<file path="src/rtl/led_fd_pkg.sv">
package led_fd_pkg;

    localparam int MAX_PIXELS   = 256;
    localparam int HEADER_BYTES = 14;
    localparam int POS_MAX      = 1023;
    localparam int FIFO_DEPTH   = 4;
    localparam int FIFO_PTR_W   = $clog2(FIFO_DEPTH);
    localparam int FIFO_CNT_W   = $clog2(FIFO_DEPTH + 1);

    localparam logic [8:0]  LED_COUNT_RESET   = 9'd256;
    localparam logic [15:0] STALE_TICKS_RESET = 16'd1000;

    typedef enum logic [0:0] {
        CFG_LED_COUNT   = 1'b0,
        CFG_STALE_TICKS = 1'b1
    } cfg_index_t;

    typedef enum logic [2:0] {
        ST_ACCEPTED     = 3'd0,
        ST_BAD_HEADER   = 3'd1,
        ST_WRONG_COUNT  = 3'd2,
        ST_TOO_SHORT    = 3'd3,
        ST_STALE        = 3'd4,
        ST_STALE_RESYNC = 3'd5
    } status_t;

    localparam logic KIND_BYTE   = 1'b0;
    localparam logic KIND_TICK   = 1'b1;
    localparam logic RES_PIXEL   = 1'b0;
    localparam logic RES_STATUS  = 1'b1;

    typedef struct packed {
        logic       kind;
        logic [7:0] data_byte;
        logic       end_of_datagram;
    } in_word_t;

    typedef struct packed {
        logic       result_kind;
        logic [7:0] pixel_index;
        logic [7:0] red;
        logic [7:0] green;
        logic [7:0] blue;
        status_t    status;
        logic       last_of_run;
    } out_word_t;

    // configuration as seen by the parser
    typedef struct packed {
        logic [8:0]  led_count;
        logic [15:0] stale_ticks;
        logic [10:0] min_len;
    } cfg_t;

    // up to two results per accepted word, packed from slot 0
    typedef struct packed {
        logic [1:0] count;
        out_word_t  slot1;
        out_word_t  slot0;
    } push_t;

    function automatic logic [7:0] magic_byte(input logic [1:0] idx);
        logic [7:0] b;
        case (idx)
            2'd0:    b = 8'h57;
            2'd1:    b = 8'h52;
            2'd2:    b = 8'h47;
            2'd3:    b = 8'h42;
            default: b = 8'h00;
        endcase
        return b;
    endfunction

endpackage

</file>
<file path="src/rtl/led_fd_parse.sv">
module led_fd_parse
    import led_fd_pkg::*;
(
    input  logic     clk,
    input  logic     rst_n,
    input  logic     take,
    input  in_word_t word,
    input  cfg_t     cfg,
    output push_t    push
);

    logic [9:0]  byte_position_reg, byte_position_next;
    logic        header_ok_reg, header_ok_next;
    logic [15:0] count_shift_reg, count_shift_next;
    logic [63:0] sequence_shift_reg, sequence_shift_next;
    logic [63:0] last_sequence_reg, last_sequence_next;
    logic [15:0] tick_age_reg, tick_age_next;
    logic [15:0] partial_pixel_reg, partial_pixel_next;
    logic [8:0]  pixel_counter_reg, pixel_counter_next;
    logic [1:0]  phase_reg, phase_next;

    logic        emit;
    logic        passed;
    logic        is_last;
    status_t     st;
    out_word_t   pix_word;
    out_word_t   st_word;

    always_comb
    begin
        byte_position_next  = byte_position_reg;
        header_ok_next      = header_ok_reg;
        count_shift_next    = count_shift_reg;
        sequence_shift_next = sequence_shift_reg;
        last_sequence_next  = last_sequence_reg;
        tick_age_next       = tick_age_reg;
        partial_pixel_next  = partial_pixel_reg;
        pixel_counter_next  = pixel_counter_reg;
        phase_next          = phase_reg;
        emit                = 1'b0;
        is_last             = 1'b0;
        st                  = ST_ACCEPTED;
        passed              = header_ok_reg && (count_shift_reg == {7'd0, cfg.led_count});

        if (take && word.kind == KIND_TICK)
        begin
            if (tick_age_reg != 16'hFFFF)
                tick_age_next = tick_age_reg + 16'd1;
        end
        else if (take)
        begin
            if (byte_position_reg < 10'd4)
            begin
                if (word.data_byte != magic_byte(byte_position_reg[1:0]))
                    header_ok_next = 1'b0;
            end
            else if (byte_position_reg < 10'd6)
            begin
                count_shift_next = {word.data_byte, count_shift_reg[15:8]};
            end
            else if (byte_position_reg < 10'(HEADER_BYTES))
            begin
                sequence_shift_next = {word.data_byte, sequence_shift_reg[63:8]};
            end
            else
            begin
                case (phase_reg)
                    2'd0:    partial_pixel_next = {word.data_byte, 8'h00};
                    2'd1:    partial_pixel_next = {partial_pixel_reg[15:8], word.data_byte};
                    default:
                    begin
                        if (passed && pixel_counter_reg < cfg.led_count
                            && pixel_counter_reg < 9'(MAX_PIXELS))
                        begin
                            emit               = 1'b1;
                            pixel_counter_next = pixel_counter_reg + 9'd1;
                        end
                    end
                endcase
            end

            // phase tracks (position - header) mod 3, frozen once position saturates
            if (byte_position_reg < 10'(POS_MAX))
            begin
                byte_position_next = byte_position_reg + 10'd1;
                if (byte_position_reg == 10'(HEADER_BYTES - 1))
                    phase_next = 2'd0;
                else if (byte_position_reg >= 10'(HEADER_BYTES))
                    phase_next = (phase_reg == 2'd2) ? 2'd0 : phase_reg + 2'd1;
            end

            if (word.end_of_datagram)
            begin
                is_last = 1'b1;
                if (byte_position_reg < 10'(HEADER_BYTES - 1) || !header_ok_next)
                    st = ST_BAD_HEADER;
                else if (count_shift_next != {7'd0, cfg.led_count})
                    st = ST_WRONG_COUNT;
                else if (({1'b0, byte_position_reg} + 11'd1) < cfg.min_len)
                    st = ST_TOO_SHORT;
                else if (sequence_shift_next <= last_sequence_reg)
                begin
                    if (tick_age_reg > cfg.stale_ticks)
                    begin
                        last_sequence_next = sequence_shift_next;
                        tick_age_next      = 16'd0;
                        st                 = ST_STALE_RESYNC;
                    end
                    else
                        st = ST_STALE;
                end
                else
                begin
                    last_sequence_next = sequence_shift_next;
                    tick_age_next      = 16'd0;
                    st                 = ST_ACCEPTED;
                end

                byte_position_next  = 10'd0;
                header_ok_next      = 1'b1;
                count_shift_next    = 16'd0;
                sequence_shift_next = 64'd0;
                partial_pixel_next  = 16'd0;
                pixel_counter_next  = 9'd0;
                phase_next          = 2'd0;
            end
        end
    end

    always_comb
    begin
        pix_word.result_kind = RES_PIXEL;
        pix_word.pixel_index = pixel_counter_reg[7:0];
        pix_word.red         = partial_pixel_reg[15:8];
        pix_word.green       = partial_pixel_reg[7:0];
        pix_word.blue        = word.data_byte;
        pix_word.status      = ST_ACCEPTED;
        pix_word.last_of_run = !is_last;

        st_word.result_kind  = RES_STATUS;
        st_word.pixel_index  = 8'd0;
        st_word.red          = 8'd0;
        st_word.green        = 8'd0;
        st_word.blue         = 8'd0;
        st_word.status       = st;
        st_word.last_of_run  = 1'b1;

        push.slot0 = emit ? pix_word : st_word;
        push.slot1 = st_word;
        push.count = {1'b0, emit} + {1'b0, is_last};
    end

    always_ff @(posedge clk or negedge rst_n)
    begin
        if (!rst_n)
        begin
            byte_position_reg  <= '0;
            header_ok_reg      <= 1'b1;
            count_shift_reg    <= '0;
            sequence_shift_reg <= '0;
            last_sequence_reg  <= '0;
            tick_age_reg       <= '0;
            partial_pixel_reg  <= '0;
            pixel_counter_reg  <= '0;
            phase_reg          <= '0;
        end
        else
        begin
            byte_position_reg  <= byte_position_next;
            header_ok_reg      <= header_ok_next;
            count_shift_reg    <= count_shift_next;
            sequence_shift_reg <= sequence_shift_next;
            last_sequence_reg  <= last_sequence_next;
            tick_age_reg       <= tick_age_next;
            partial_pixel_reg  <= partial_pixel_next;
            pixel_counter_reg  <= pixel_counter_next;
            phase_reg          <= phase_next;
        end
    end

endmodule

</file>
<file path="src/rtl/led_fd_out_fifo.sv">
module led_fd_out_fifo
    import led_fd_pkg::*;
(
    input  logic      clk,
    input  logic      rst_n,
    input  push_t     push,
    output logic      space_low,
    output logic      valid,
    input  logic      stall,
    output out_word_t word
);

    out_word_t mem [FIFO_DEPTH];

    logic [FIFO_PTR_W-1:0] wr_ptr_reg, wr_ptr_next;
    logic [FIFO_PTR_W-1:0] rd_ptr_reg, rd_ptr_next;
    logic [FIFO_CNT_W-1:0] count_reg, count_next;
    logic                  pop;
    logic [FIFO_PTR_W-1:0] wr_ptr_plus1;

    assign pop          = valid && !stall;
    assign wr_ptr_plus1 = wr_ptr_reg + FIFO_PTR_W'(1);

    always_comb
    begin
        wr_ptr_next = wr_ptr_reg + FIFO_PTR_W'(push.count);
        rd_ptr_next = pop ? rd_ptr_reg + FIFO_PTR_W'(1) : rd_ptr_reg;
        count_next  = count_reg + FIFO_CNT_W'(push.count) - FIFO_CNT_W'(pop);
    end

    // keep room for a pixel and a status from the same word
    assign space_low = count_reg > FIFO_CNT_W'(FIFO_DEPTH - 2);
    assign valid     = count_reg != '0;
    assign word      = mem[rd_ptr_reg];

    always_ff @(posedge clk)
    begin
        if (push.count != 2'd0)
            mem[wr_ptr_reg] <= push.slot0;
        if (push.count == 2'd2)
            mem[wr_ptr_plus1] <= push.slot1;
    end

    always_ff @(posedge clk or negedge rst_n)
    begin
        if (!rst_n)
        begin
            wr_ptr_reg <= '0;
            rd_ptr_reg <= '0;
            count_reg  <= '0;
        end
        else
        begin
            wr_ptr_reg <= wr_ptr_next;
            rd_ptr_reg <= rd_ptr_next;
            count_reg  <= count_next;
        end
    end

endmodule

</file>
<file path="src/rtl/led_frame_datagram_deframer.sv">
// led frame datagram deframer
// byte channel (byte_valid / byte_stall / byte_word): one word per cycle unless
// stalled, a datagram byte (end_of_datagram set on the last) or a single tick event
// result channel (result_valid / result_stall / result_word): tentative pixels as
// each rgb triple completes after a good header, and one frame status per datagram;
// last_of_run marks the final result caused by one input word
// a word is taken whenever byte_valid is high and byte_stall low; its results
// are registered into the queue and follow any earlier results, pixel before status
// throughput is one input word per cycle while byte_stall is low; a word that ends
// a datagram on a pixel byte yields two results, which drain at one per cycle while
// result_stall is low, through a 4-entry queue; byte_stall rises only when that
// queue has fewer than two free entries, so it rises after result_stall, once the
// queue has filled; a stalled result holds its value
// config port: cfg_we with cfg_index 0 sets led_count, 1 sets stale_ticks;
// write only while idle
// reset (rst_n low, async) restores led_count 256, stale_ticks 1000, clears the
// sequence record, tick age and any datagram in progress, and empties the queue
module led_frame_datagram_deframer
    import led_fd_pkg::*;
(
    input  logic       clk,
    input  logic       rst_n,
    input  logic       cfg_we,
    input  cfg_index_t cfg_index,
    input  logic [15:0] cfg_data,
    input  logic       byte_valid,
    output logic       byte_stall,
    input  in_word_t   byte_word,
    output logic       result_valid,
    input  logic       result_stall,
    output out_word_t  result_word
);

    logic [8:0]  led_count_reg, led_count_next;
    logic [15:0] stale_ticks_reg, stale_ticks_next;
    logic [10:0] min_len_reg, min_len_next;

    cfg_t  cfg;
    push_t push;
    logic  take;

    always_comb
    begin
        led_count_next   = led_count_reg;
        stale_ticks_next = stale_ticks_reg;
        min_len_next     = min_len_reg;
        if (cfg_we)
        begin
            case (cfg_index)
                CFG_LED_COUNT:
                begin
                    led_count_next = cfg_data[8:0];
                    // header plus three bytes per pixel
                    min_len_next   = {2'b00, cfg_data[8:0]} + {1'b0, cfg_data[8:0], 1'b0}
                                     + 11'(HEADER_BYTES);
                end
                CFG_STALE_TICKS: stale_ticks_next = cfg_data;
                default: ;
            endcase
        end
    end

    always_ff @(posedge clk or negedge rst_n)
    begin
        if (!rst_n)
        begin
            led_count_reg   <= LED_COUNT_RESET;
            stale_ticks_reg <= STALE_TICKS_RESET;
            min_len_reg     <= 11'(3 * 256 + HEADER_BYTES);
        end
        else
        begin
            led_count_reg   <= led_count_next;
            stale_ticks_reg <= stale_ticks_next;
            min_len_reg     <= min_len_next;
        end
    end

    assign cfg.led_count   = led_count_reg;
    assign cfg.stale_ticks = stale_ticks_reg;
    assign cfg.min_len     = min_len_reg;

    assign take = byte_valid && !byte_stall;

    led_fd_parse u_parse (
        .clk   (clk),
        .rst_n (rst_n),
        .take  (take),
        .word  (byte_word),
        .cfg   (cfg),
        .push  (push)
    );

    led_fd_out_fifo u_out_fifo (
        .clk       (clk),
        .rst_n     (rst_n),
        .push      (push),
        .space_low (byte_stall),
        .valid     (result_valid),
        .stall     (result_stall),
        .word      (result_word)
    );

endmodule
</file>
<file path="config.mk">
export PLATFORM = sky130hd
export DESIGN_NAME = led_frame_datagram_deframer
export DESIGN_NICKNAME = d
export VERILOG_FILES = /design/src/rtl/led_fd_pkg.sv /design/src/rtl/led_fd_parse.sv /design/src/rtl/led_fd_out_fifo.sv /design/src/rtl/led_frame_datagram_deframer.sv
export SDC_FILE = /design/constraint.sdc
export NUM_CORES = 1
export LEC_CHECK = 0
export BUFFER_PORTS_ARGS = -buffer_cell sky130_fd_sc_hd__buf_2
export CORE_MARGIN = 2
export CORE_UTILIZATION = 26
export DETAILED_ROUTE_END_ITERATION = 8
export SYNTH_ARGS = -nofsm -noshare
export SYNTH_HDL_FRONTEND = slang
export SYNTH_SLANG_ARGS = --single-unit
</file>
<file path="constraint.sdc">
create_clock -name clk -period 5.76 [get_ports clk]
set_input_delay 0.864 -clock clk [delete_from_list [all_inputs] [get_ports clk]]
set_output_delay 0.864 -clock clk [all_outputs]
set_load 0.02 [all_outputs]
</file>
==> results by group, run 1 <==
Placement
  • RePlAce Congestion: 0.7858
  • Port Buffer Count: 70
  • DPL Wire Length: 31440 um
  • Placed Instance Area: 20970 sq um

Worst setup path
  • Worst-path cell chain: or4_1, nor2_2, nand2_4, buf_4, mux2i_1, inv_1, ha_1, nor2b_1, o211ai_1, a2111oi_0, nor3_1, or4b_1, a21boi_2, a21boi_1, or4_1, a21oi_1
  • Cell repeated most along the worst path: or4_1
  • Delay of the slowest cell on the worst path: 0.58 ns
  • R2r worst-path depth: 16
  • CP Data Required Time: 6.22 ns
  • CP Max Fanout: 32
  • Highest-delay cell along the critical path: or4_1
  • Reg-to-Reg Start: u_parse.byte_position_reg[7]
  • Endpoint class of the critical path: flip-flop
  • CP arrival: 5.68 ns
  • Worst Setup Start Kind: flip-flop
  • Type of the worst setup path: reg2reg
  • Crit path launch: u_parse.byte_position_reg[7]

STA
  • Fin crit share: 0.9065
  • Setup tns final: 0 ns
  • FMAX: 191.5 MHz
  • Final Hold Viols: 0
  • Final Setup Violations: 0
  • Layout Skew: 0.03349 ns
  • Hold_ws: 0.2847 ns
  • Minimum clock period: 5.221 ns
  • Slew HR: 0.2433
  • Measured slew at the worst slew-check pin: 1.131 ns
  • RSZ-0062 raised after global routing: no
  • Max-slew violation count: 0

Power
  • Power Density: 330.0 nW/um^2
  • Internal: 0.005070 W
  • Leakage: 10.64 nW
  • Overall power: 0.007363 W
  • Sw frac: 0.3114
  • Max IR drop VDD: 0.1703 mV
  • Seq pwr share: 0.443
  • Sw Pwr: 0.002293 W
  • Part of the power in combinational logic: 0.197
  • Clk pwr share: 0.360

Job
  • Max Cap Viol: 0

Floorplan
  • Die width: 277.9 um
  • Die Span Y: 277.9 um
  • Initial core utilization: 0.2625
  • Full die area: 77250 sq um
  • I/O Pins: 71
  • Rows: 100
  • Core box area: 74320 sq um

Routing
  • Routed length per instance: 15.98 um
  • Drt first pass iters: 8
  • Via-to-Cell Ratio: 4.753
  • Routed Antenna Nets: 0
  • Vias: 14273
  • DRC viols: 0
  • DRT iter0 DRCs: 914
  • Final WL: 48000 um

Yosys
  • Post-Syn Area per Cell: 9.924 sq um
  • Mapped Nets: 2128
  • Top-count cell post-synth: nand2_1
  • Cell Area, Synth: 19510 sq um
  • Share of the synthesized area in the top cell type: 0.2912
  • Cell variety after synth: 76
  • Flop and latch count out of synthesis: 388
  • Sequential area share after synthesis: 0.4667
  • Post-synth top area cell: dfrtp_1
  • Main synth FF type: dfrtp_1
  • Async set-or-reset flop fraction in the synthesized netlist: 0.6186
  • Most common library cells after synthesis: nand2_1, dfrtp_1, o21ai_0
  • Number of synthesized flops with an enable pin: 12
  • Synth top area cells: dfrtp_1, dfxtp_1, ha_1
  • Gate Count Post-Synth: 1966
  • Yosys Warn Count: 0

Global routing
  • Pin count of the biggest net entering global routing: 164
  • Routing usage on met2: 0.1990
  • Vias in the first global route: 13975
  • GR Util met3: 0.01889
  • First-pass GRT wire length: 78250 um
  • Grt ovf: 0
  • Initial antenna violation count: 5
  • Gr busiest metal: met2
  • Met1 Resource Use GR: 0.1744
  • Global-route usage over all layers: 0.1236

Worst hold path
  • Hold/Removal Path Class: in2async

CTS
  • Setup Buffers After CTS: 0
  • Htree depth: 2
  • Hold Buf Count CTS: 0
  • CTS tree: done
  • Root Driver: clkbuf_16
  • Cts bufs inserted: 42
  • Clock latency on the worst-skew pair: 0.56 ns
  • Cts repair resizes: 0
  • Maximum clock path buffer count: 3
  • Reg clk slew, reported paths: 0.06 ns
  • Clk sinks: 388

Run status
  • Status: completed

Final layout
  • Ant. Diodes: 0
  • Final Cell Area: 22320 sq um
  • Nets: 2163
  • Max reg flops: 148
  • Ratio of cells with drive above 1 in the final layout: 0.1244
  • Synth-to-layout area growth: 14.38%
[power groups by stage]
stage | sequential, W | combinational, W | clock (W)
after global placement | 0.00331 | 0.00145 | 0
final | 0.00326 | 0.00145 | 0.00265
after detailed placement | 0.00331 | 0.00146 | 0
after global routing | 0.00331 | 0.00163 | 0.00283
after CTS | 0.00326 | 0.00147 | 0.00272
after floorplan | 0.00315 | 0.00111 | 0
[cells in the final DEF (no fill, tap or decap), types with 9 or more instances in the layout]
| master | netlist | routed |
|---|---|---|
| a21o_1 | 14 | 14 |
| a21oi_1 | 80 | 79 |
| a22o_1 | 128 | 128 |
| a22oi_1 | 15 | 15 |
| a31oi_1 | 9 | 9 |
| and3_1 | 13 | 13 |
| buf_2 | 7 | 69 |
| buf_4 | 1 | 29 |
| clkbuf_1 | 93 | 12 |
| clkbuf_16 | 0 | 42 |
| dfrtp_1 | 227 | 226 |
| dfstp_2 | 13 | 13 |
| dfxtp_1 | 136 | 136 |
| edfxtp_1 | 12 | 12 |
| ha_1 | 128 | 128 |
| inv_1 | 205 | 205 |
| mux2_2 | 16 | 16 |
| mux2i_1 | 67 | 67 |
| mux4_2 | 37 | 37 |
| nand2_1 | 256 | 255 |
| nand2b_1 | 9 | 9 |
| nand3_1 | 23 | 23 |
| nand4_1 | 29 | 29 |
| nor2_1 | 51 | 49 |
| nor3_1 | 13 | 13 |
| o21ai_0 | 213 | 213 |
| xnor2_1 | 23 | 23 |
| xor2_1 | 19 | 19 |
[final timing paths]
| kind | slack, ns | to |
|---|---|---|
| worst max-delay path | 0.54 | u_parse.tick_age_reg[6] |
| worst min-delay path | 0.28 | u_parse.partial_pixel_reg[1] |
| worst max register to register | 0.54 | u_parse.tick_age_reg[6] |
| worst min register to register | 0.45 | u_out_fifo.mem[1][36] |
| max in group asynchronous | 4.13 | u_parse.tick_age_reg[8] |
| min in group clk | 0.45 | u_out_fifo.mem[1][36] |
[metrics by stage]
stage,instances,setup WS [ns],util
5_1_grt,3003,0.05608,0.3003
3_3_place_gp,2926,0.5575,0.2822
6_report,3003,0.5387,0.3003
2_1_floorplan,1966,1.140,-
3_5_place_dp,2926,0.4609,0.2822
4_1_cts,3003,0.4357,0.3002
[cells by family after synthesis]
kind of cell,share of synthesized area
AO/OA/AOI/OAI,0.1748
adder cells (fa/ha/maj),0.08414
XOR/XNOR,0.01885
buffers and inverters,0.06240
AND/OR/NAND/NOR,0.1068
flip-flops,0.4667
multiplexers,0.08632
[worst max-delay path: cells and delay by family, from the launching register on]
kind	cells	cell delay, ns
muxes	1	0.30
and+or+nand+nor	7	2.42
AOI/OAI and AO/OA	5	1.19
DFF	1	0.47
adders and majority gates	1	0.29
buffers and inverters	2	0.43
[layer usage]
layer  vias to the layer above  wire length (um)
li1                       7006                 -
met1                      6931             23090
met2                       274             21780
met3                        62              2157
met4                         0               974
met5                         -                 0
[layout make-up]
class | instances | area [sq um]
Multi-Input combinational cell | 1261 | 9246
Clock inverter | 16 | 147.6
Fill cell | 7745 | 52000
Sequential cell | 388 | 9106
Timing Repair Buffer | 102 | 638.1
Inverter | 206 | 773.2
Tap cell | 969 | 1212
Clock buffer | 61 | 1192
Note: power is estimated with default switching activity, not from simulation.
==> run 2, diff against run 1 <==
Settings changed: ABC_AREA set to 1.
==> run 2 against run 1 <==
Worst hold slack lost 0.045 ns. Sequential share of layout area shrank 2.5 points. Sequential power grew 8.3%. First-iteration DRC count grew 25%. Via count grew 22%. Core utilization shrank 0.32 points. Combinational power grew to 3.6 times the previous value. Count of clock-buffer cells in the layout grew 12. Highest routed layer is now met5.
==> results by group, run 2 <==
Run status
  • Status: completed

Placement
  • Port Buffer Count: 70
  • DPL Wire Length: 36390 um
  • Placed Instance Area: 22240 sq um
  • RePlAce Congestion: 0.8681

Yosys
  • Synth top area cells: dfrtp_1, dfxtp_1, nand2_1
  • Sequential area share after synthesis: 0.4354
  • Synth Area in Adders: 0.07849
  • Main synth FF type: dfrtp_1
  • Post-synthesis mux area share: 0
  • Largest family of logic cells by synthesized area: simple AND/OR/NAND/NOR gates
  • Synth Area in Compound Gates: 0.1448
  • Yosys Warn Count: 0
  • Number of synthesized flops with an enable pin: 12
  • Post-synth top area cell: dfrtp_1
  • Flop and latch count out of synthesis: 388
  • Top-count cell post-synth: nand2_1
  • Gate Count Post-Synth: 2708
  • Mapped Nets: 2870
  • Share of the synthesized area in the top cell type: 0.2716
  • Post-Syn Area per Cell: 7.723 sq um
  • Cell variety after synth: 46
  • XOR/XNOR Fraction of Synth Area: 0.01550
  • Post-Synth Simple-Gate Area: 0.2279
  • Cell Area, Synth: 20910 sq um
  • Async set-or-reset flop fraction in the synthesized netlist: 0.6186
  • Most common library cells after synthesis: nand2_1, inv_1, dfrtp_1

Routing
  • DRT iter0 DRCs: 1144
  • Routed Antenna Nets: 0
  • Final WL: 56010 um
  • Drt first pass iters: 5
  • DRC viols: 0
  • Vias: 17470
  • Routed length per instance: 14.67 um
  • Via-to-Cell Ratio: 4.574

Floorplan
  • Full die area: 82720 sq um
  • Core box area: 80030 sq um
  • Die width: 287.6 um
  • Die Span Y: 287.6 um
  • Rows: 104
  • I/O Pins: 71
  • Initial core utilization: 0.2613

Job
  • Max Cap Viol: 0

Global routing
  • Initial antenna violation count: 6
  • GR Util met3: 0.02425
  • Routing usage on met2: 0.2230
  • Pin count of the biggest net entering global routing: 114
  • Vias in the first global route: 17040
  • Grt ovf: 0
  • Gr busiest metal: met2
  • First-pass GRT wire length: 91530 um
  • Global-route usage over all layers: 0.1366
  • Met1 Resource Use GR: 0.1831

CTS
  • Maximum clock path buffer count: 3
  • Clk sinks: 388
  • CTS tree: done
  • Root Driver: clkbuf_16
  • Hold Buf Count CTS: 0
  • Setup Buffers After CTS: 0
  • Cts bufs inserted: 45
  • Clock latency on the worst-skew pair: 0.59 ns
  • Reg clk slew, reported paths: 0.06 ns
  • Cts repair resizes: 0
  • Htree depth: 2

Power
  • Overall power: 0.01166 W
  • Leakage: 11.74 nW
  • Max IR drop VDD: 0.2772 mV
  • Power Density: 490.5 nW/um^2

Worst setup path
  • Cell repeated most along the worst path: nand2_1
  • CP arrival: 5.28 ns
  • Type of the worst setup path: reg2reg
  • CP Max Fanout: 57
  • Highest-delay cell along the critical path: buf_4
  • Worst-path cell chain: nor2_1, nand2_1, nor2_4, nand2_1, inv_1, nand2_4, buf_12, o21ai_0, inv_1, ha_1, nand4_1, nor3_1, nand2_1, nor2_1, nand4_1, nand2_1, nand2_1, nand2_8, buf_4, nand2_1, o21ai_2
  • CP Data Required Time: 6.26 ns
  • Delay of the slowest cell on the worst path: 0.49 ns
  • Worst Setup Start Kind: flip-flop
  • Endpoint class of the critical path: flip-flop
  • Flop2flop setup slack: 0.98 ns

STA
  • Hold_ws: 0.2393 ns
  • Layout Skew: 0.01956 ns
  • Final Setup Violations: 0
  • FMAX: 209.3 MHz
  • Minimum clock period: 4.777 ns
  • Max-slew violation count: 0
  • Final Hold Viols: 0
  • Slew HR: 0.1536
  • Fin crit share: 0.8294
  • Measured slew at the worst slew-check pin: 1.261 ns
  • RSZ-0062 raised after global routing: no
  • Setup tns final: 0 ns

Final layout
  • Final Cell Area: 23780 sq um
  • Synth-to-layout area growth: 13.68%
  • Ratio of cells with drive above 1 in the final layout: 0.1128
  • Max reg flops: 148
  • Commonest non-fill, non-tap cell in the layout: nand2_1
  • Nets: 2882
  • Most frequent cells in the layout: nand2_1, inv_1, dfrtp_1

Worst hold path
  • Hold/Removal Path Class: in2async
## run 2: worst max-delay path, delay by kind of cell (launching register included)
family                   cells  cell delay, ns
AO/OA/AOI/OAI                2            0.47
buffers and inverters        4            1.02
adder cells (fa/ha/maj)      1            0.32
flip-flops                   1            0.38
AND/OR/NAND/NOR             14            2.43
## run 2: cell families (layout without fill, tap and decap cells)
group / count (synthesis) / after routing
AO/OA/AOI/OAI: 509 / 509
XOR/XNOR: 37 / 37
adder cells (fa/ha/maj): 130 / 130
buffers and inverters: 510 / 559
flip-flops: 388 / 388
other: 0 / 2
AND/OR/NAND/NOR: 1134 / 1134
## run 2: metal layers
layer,vias up,share of wire,wire length (um)
li1,8843,-,-
met1,8182,0.46,25940
met2,345,0.46,25610
met3,94,0.052,2906
met4,6,0.027,1511
met5,-,0.00062,35
## run 2: path summary, 6_finish.rpt
check | start | endpoint | depth (start not counted)
worst max-delay path | u_parse.byte_position_reg[8] | u_parse.last_sequence_reg[7] | 21
worst min-delay path | rst_n | u_parse.last_sequence_reg[6] | 1
worst max register to register | u_parse.byte_position_reg[8] | u_parse.last_sequence_reg[7] | 21
worst min register to register | u_out_fifo.mem[1][13] | u_out_fifo.mem[1][13] | 2
max in group asynchronous | rst_n | u_parse.partial_pixel_reg[1] | 2
min in group clk | u_out_fifo.mem[1][13] | u_out_fifo.mem[1][13] | 2
## run 2: power breakdown
group / leakage [nW] / switching (W) / internal (W)
sequential: 4.40 / 0.000329 / 0.00320
combinational: 6.58 / 0.00344 / 0.00174
clock: 0.748 / 0.00119 / 0.00177
total: 11.7 / 0.00495 / 0.00671
## run 2: final cells by class
cell class	instances	area [sq um]
Fill cell	8588	56250
Clock buffer	73	1373
Timing Repair Buffer	95	573.1
Sequential cell	388	9106
Tap cell	1060	1326
Multi-Input combinational cell	1810	9811
Clock inverter	11	155.1
Antenna cell	2	5.005
Inverter	380	1426
## run 2: metrics by stage
| step | setup WS (ns) | cells | util |
|---|---|---|---|
| floorplan | 2.223 | 2708 | - |
| global placement | 1.074 | 3733 | 0.2779 |
| detailed placement | 0.9415 | 3733 | 0.2779 |
| CTS | 0.9045 | 3817 | 0.2970 |
| global route | 0.3962 | 3818 | 0.2971 |
| finish | 0.9827 | 3819 | 0.2971 |
==> run 3, diff against run 2 <==
Settings changed: ABC_AREA 1 to 0.
Clock period 5.76 ns to 4.1 ns, I/O delays scaled along.
==> run 3 against run 2 <==
The flow now finishes with violations (setup timing). Worst hold slack worse by 0.16 ns. Count of clock-buffer cells in the layout is 11 lower. Final cell count is 17% lower. Worst setup slack worse by 1.4 ns. Via count is 14% lower. Combinational power is 57% lower. Core utilization is 3.2 points higher. Power is 7.4% lower. Clock skew is 0.011 ns higher. Critical path depth is 2 lower.
==> results by group, run 3 (synthesized netlist as in run 1, its figures left out) <==
STA
  • Setup tns final: -28.36 ns
  • FMAX: 220.6 MHz
  • RSZ-0062 raised after global routing: yes
  • Fin crit share: 1.105
  • Measured slew at the worst slew-check pin: 1.230 ns
  • Layout Skew: 0.03009 ns
  • Slew HR: 0.1799
  • Worst setup margin: -0.4321 ns
  • Hold_ws: 0.07449 ns
  • Final Hold Viols: 0
  • Minimum clock period: 4.532 ns
  • Max-slew violation count: 0
  • Final Setup Violations: 88

CTS
  • Htree depth: 2
  • Maximum clock path buffer count: 3
  • Hold Buf Count CTS: 0
  • Clock latency on the worst-skew pair: 0.59 ns
  • Cts bufs inserted: 43
  • Root Driver: clkbuf_16
  • Clk sinks: 388
  • Reg clk slew, reported paths: 0.06 ns
  • CTS tree: done

Final layout
  • Nets: 2329
  • Max reg flops: 148
  • Most frequent cells in the layout: nand2_1, dfrtp_1, o21ai_0
  • Multi-input logic area: 9742 sq um
  • Ratio of cells with drive above 1 in the final layout: 0.2216
  • FILL cells: 7539
  • Synth-to-layout area growth: 25.33%
  • Commonest non-fill, non-tap cell in the layout: nand2_1
  • Sequential cell area: 9106 sq um

Power
  • Power Density: 441.8 nW/um^2
  • Leakage: 11.51 nW
  • Max IR drop VDD: 0.3358 mV

Global routing
  • Global-route usage over all layers: 0.1333
  • Pin count of the biggest net entering global routing: 104
  • Grt ovf: 0
  • First-pass GRT wire length: 83840 um
  • Initial antenna violation count: 4
  • Vias in the first global route: 15053

Placement
  • RePlAce Congestion: 0.8091
  • DPL Wire Length: 33550 um
  • Port Buffer Count: 70

Run status
  • Status: complete, but fails checks
  • Failing checks: setup timing

Worst setup path
  • Flop2flop setup slack: -0.43 ns
  • Crit Reg-Reg Endpoint: u_parse.tick_age_reg[6]
  • Worst Setup Start Kind: flip-flop
  • CP arrival: 5.03 ns
  • R2r worst-path depth: 19
  • Endpoint class of the critical path: flip-flop
  • CP Data Required Time: 4.60 ns
  • Reg-to-Reg Start: u_parse.byte_position_reg[4]
  • CP Max Fanout: 6
  • Type of the worst setup path: reg2reg

Routing
  • Drt first pass iters: 5
  • DRC viols: 0
  • Via-to-Cell Ratio: 4.752
  • Routed length per instance: 16.40 um
  • Routed Antenna Nets: 0
  • Final WL: 52010 um
  • Vias: 15074
  • DRT iter0 DRCs: 1129

Floorplan
  • Die Span Y: 277.9 um
  • Die width: 277.9 um
  • Rows: 100
  • I/O Pins: 71
  • Core box area: 74320 sq um
  • Initial core utilization: 0.2625
  • Full die area: 77250 sq um

Job
  • Max Cap Viol: 0

Worst hold path
  • Hold/Removal Path Class: in2async
run 3: worst max-delay path, cell delays in order (launching register included):
cell	delay [ns]
dfrtp_1	0.37
or4_4	0.55
nor2_4	0.16
nand2_8	0.12
buf_12	0.18
buf_16	0.15
mux2i_4	0.19
inv_2	0.07
ha_4	0.26
nand4_1	0.22
buf_4	0.22
nor2_1	0.10
a221o_1	0.18
nor3_2	0.06
or4b_4	0.53
a21boi_4	0.19
a21boi_2	0.12
buf_6	0.15
or4_1	0.46
a21oi_1	0.16
run 3: final cells by class:
cell class,count,share of cell area
antenna,1,0.0001023
clock buffer,62,0.05230
clock inverter,18,0.007164
inverter,206,0.03162
multi-input combinational,1261,0.3984
sequential,388,0.3724
tap,969,0.04959
timing repair buffer,267,0.08837
run 3: how the worst max path moves through the flow:
| stage | start | end | slack, ns | cells past startpoint |
|---|---|---|---|---|
| after floorplan | u_parse.byte_position_reg[6] | u_parse.tick_age_reg[6] | -0.0009 | 17 |
| after global placement | u_parse.byte_position_reg[5] | u_parse.tick_age_reg[6] | -0.38 | 17 |
| after detailed placement | u_parse.byte_position_reg[5] | u_parse.tick_age_reg[6] | -0.54 | 16 |
| after CTS | u_parse.byte_position_reg[4] | u_parse.tick_age_reg[6] | -0.31 | 18 |
| after global routing | u_parse.byte_position_reg[4] | u_parse.tick_age_reg[6] | -0.58 | 19 |
| final | u_parse.byte_position_reg[4] | u_parse.tick_age_reg[6] | -0.43 | 19 |
run 3: per-layer routing:
layer,GRT usage,share of wire
met3,0.01889,0.044
met1,0.1893,0.48
met2,0.2139,0.46
met5,0,0
met4,0.03119,0.018
run 3: where the power goes:
| part | leakage, nW | internal, W | switching, W |
|---|---|---|---|
| clock | 0.733 | 0.00232 | 0.00167 |
| combinational | 6.41 | 0.000967 | 0.00128 |
| sequential | 4.36 | 0.00415 | 0.000421 |
run 3: metrics by stage:
stage | std cells | total power (W) | cell area (sq um) | setup slack [ns] | util
3_5_place_dp | 3048 | 0.006772 | 21990 | -0.5403 | 0.2958
4_1_cts | 3162 | 0.01088 | 24170 | -0.3133 | 0.3252
6_report | 3172 | 0.01080 | 24450 | -0.4321 | 0.3290
3_3_place_gp | 3048 | 0.006745 | 21990 | -0.3757 | 0.2958
2_1_floorplan | 1966 | 0.006004 | 19640 | -0.0009281 | -
5_1_grt | 3172 | 0.01139 | 24450 | -0.5760 | 0.3290
run 3: what timing repair did:
action | in CTS | in global routing
gates cloned | 7 | 1
pin swaps | 31 | 2
setup buffers | 28 | 8
resized for setup | 64 | 37
setup endpoints to repair | 88 | 90
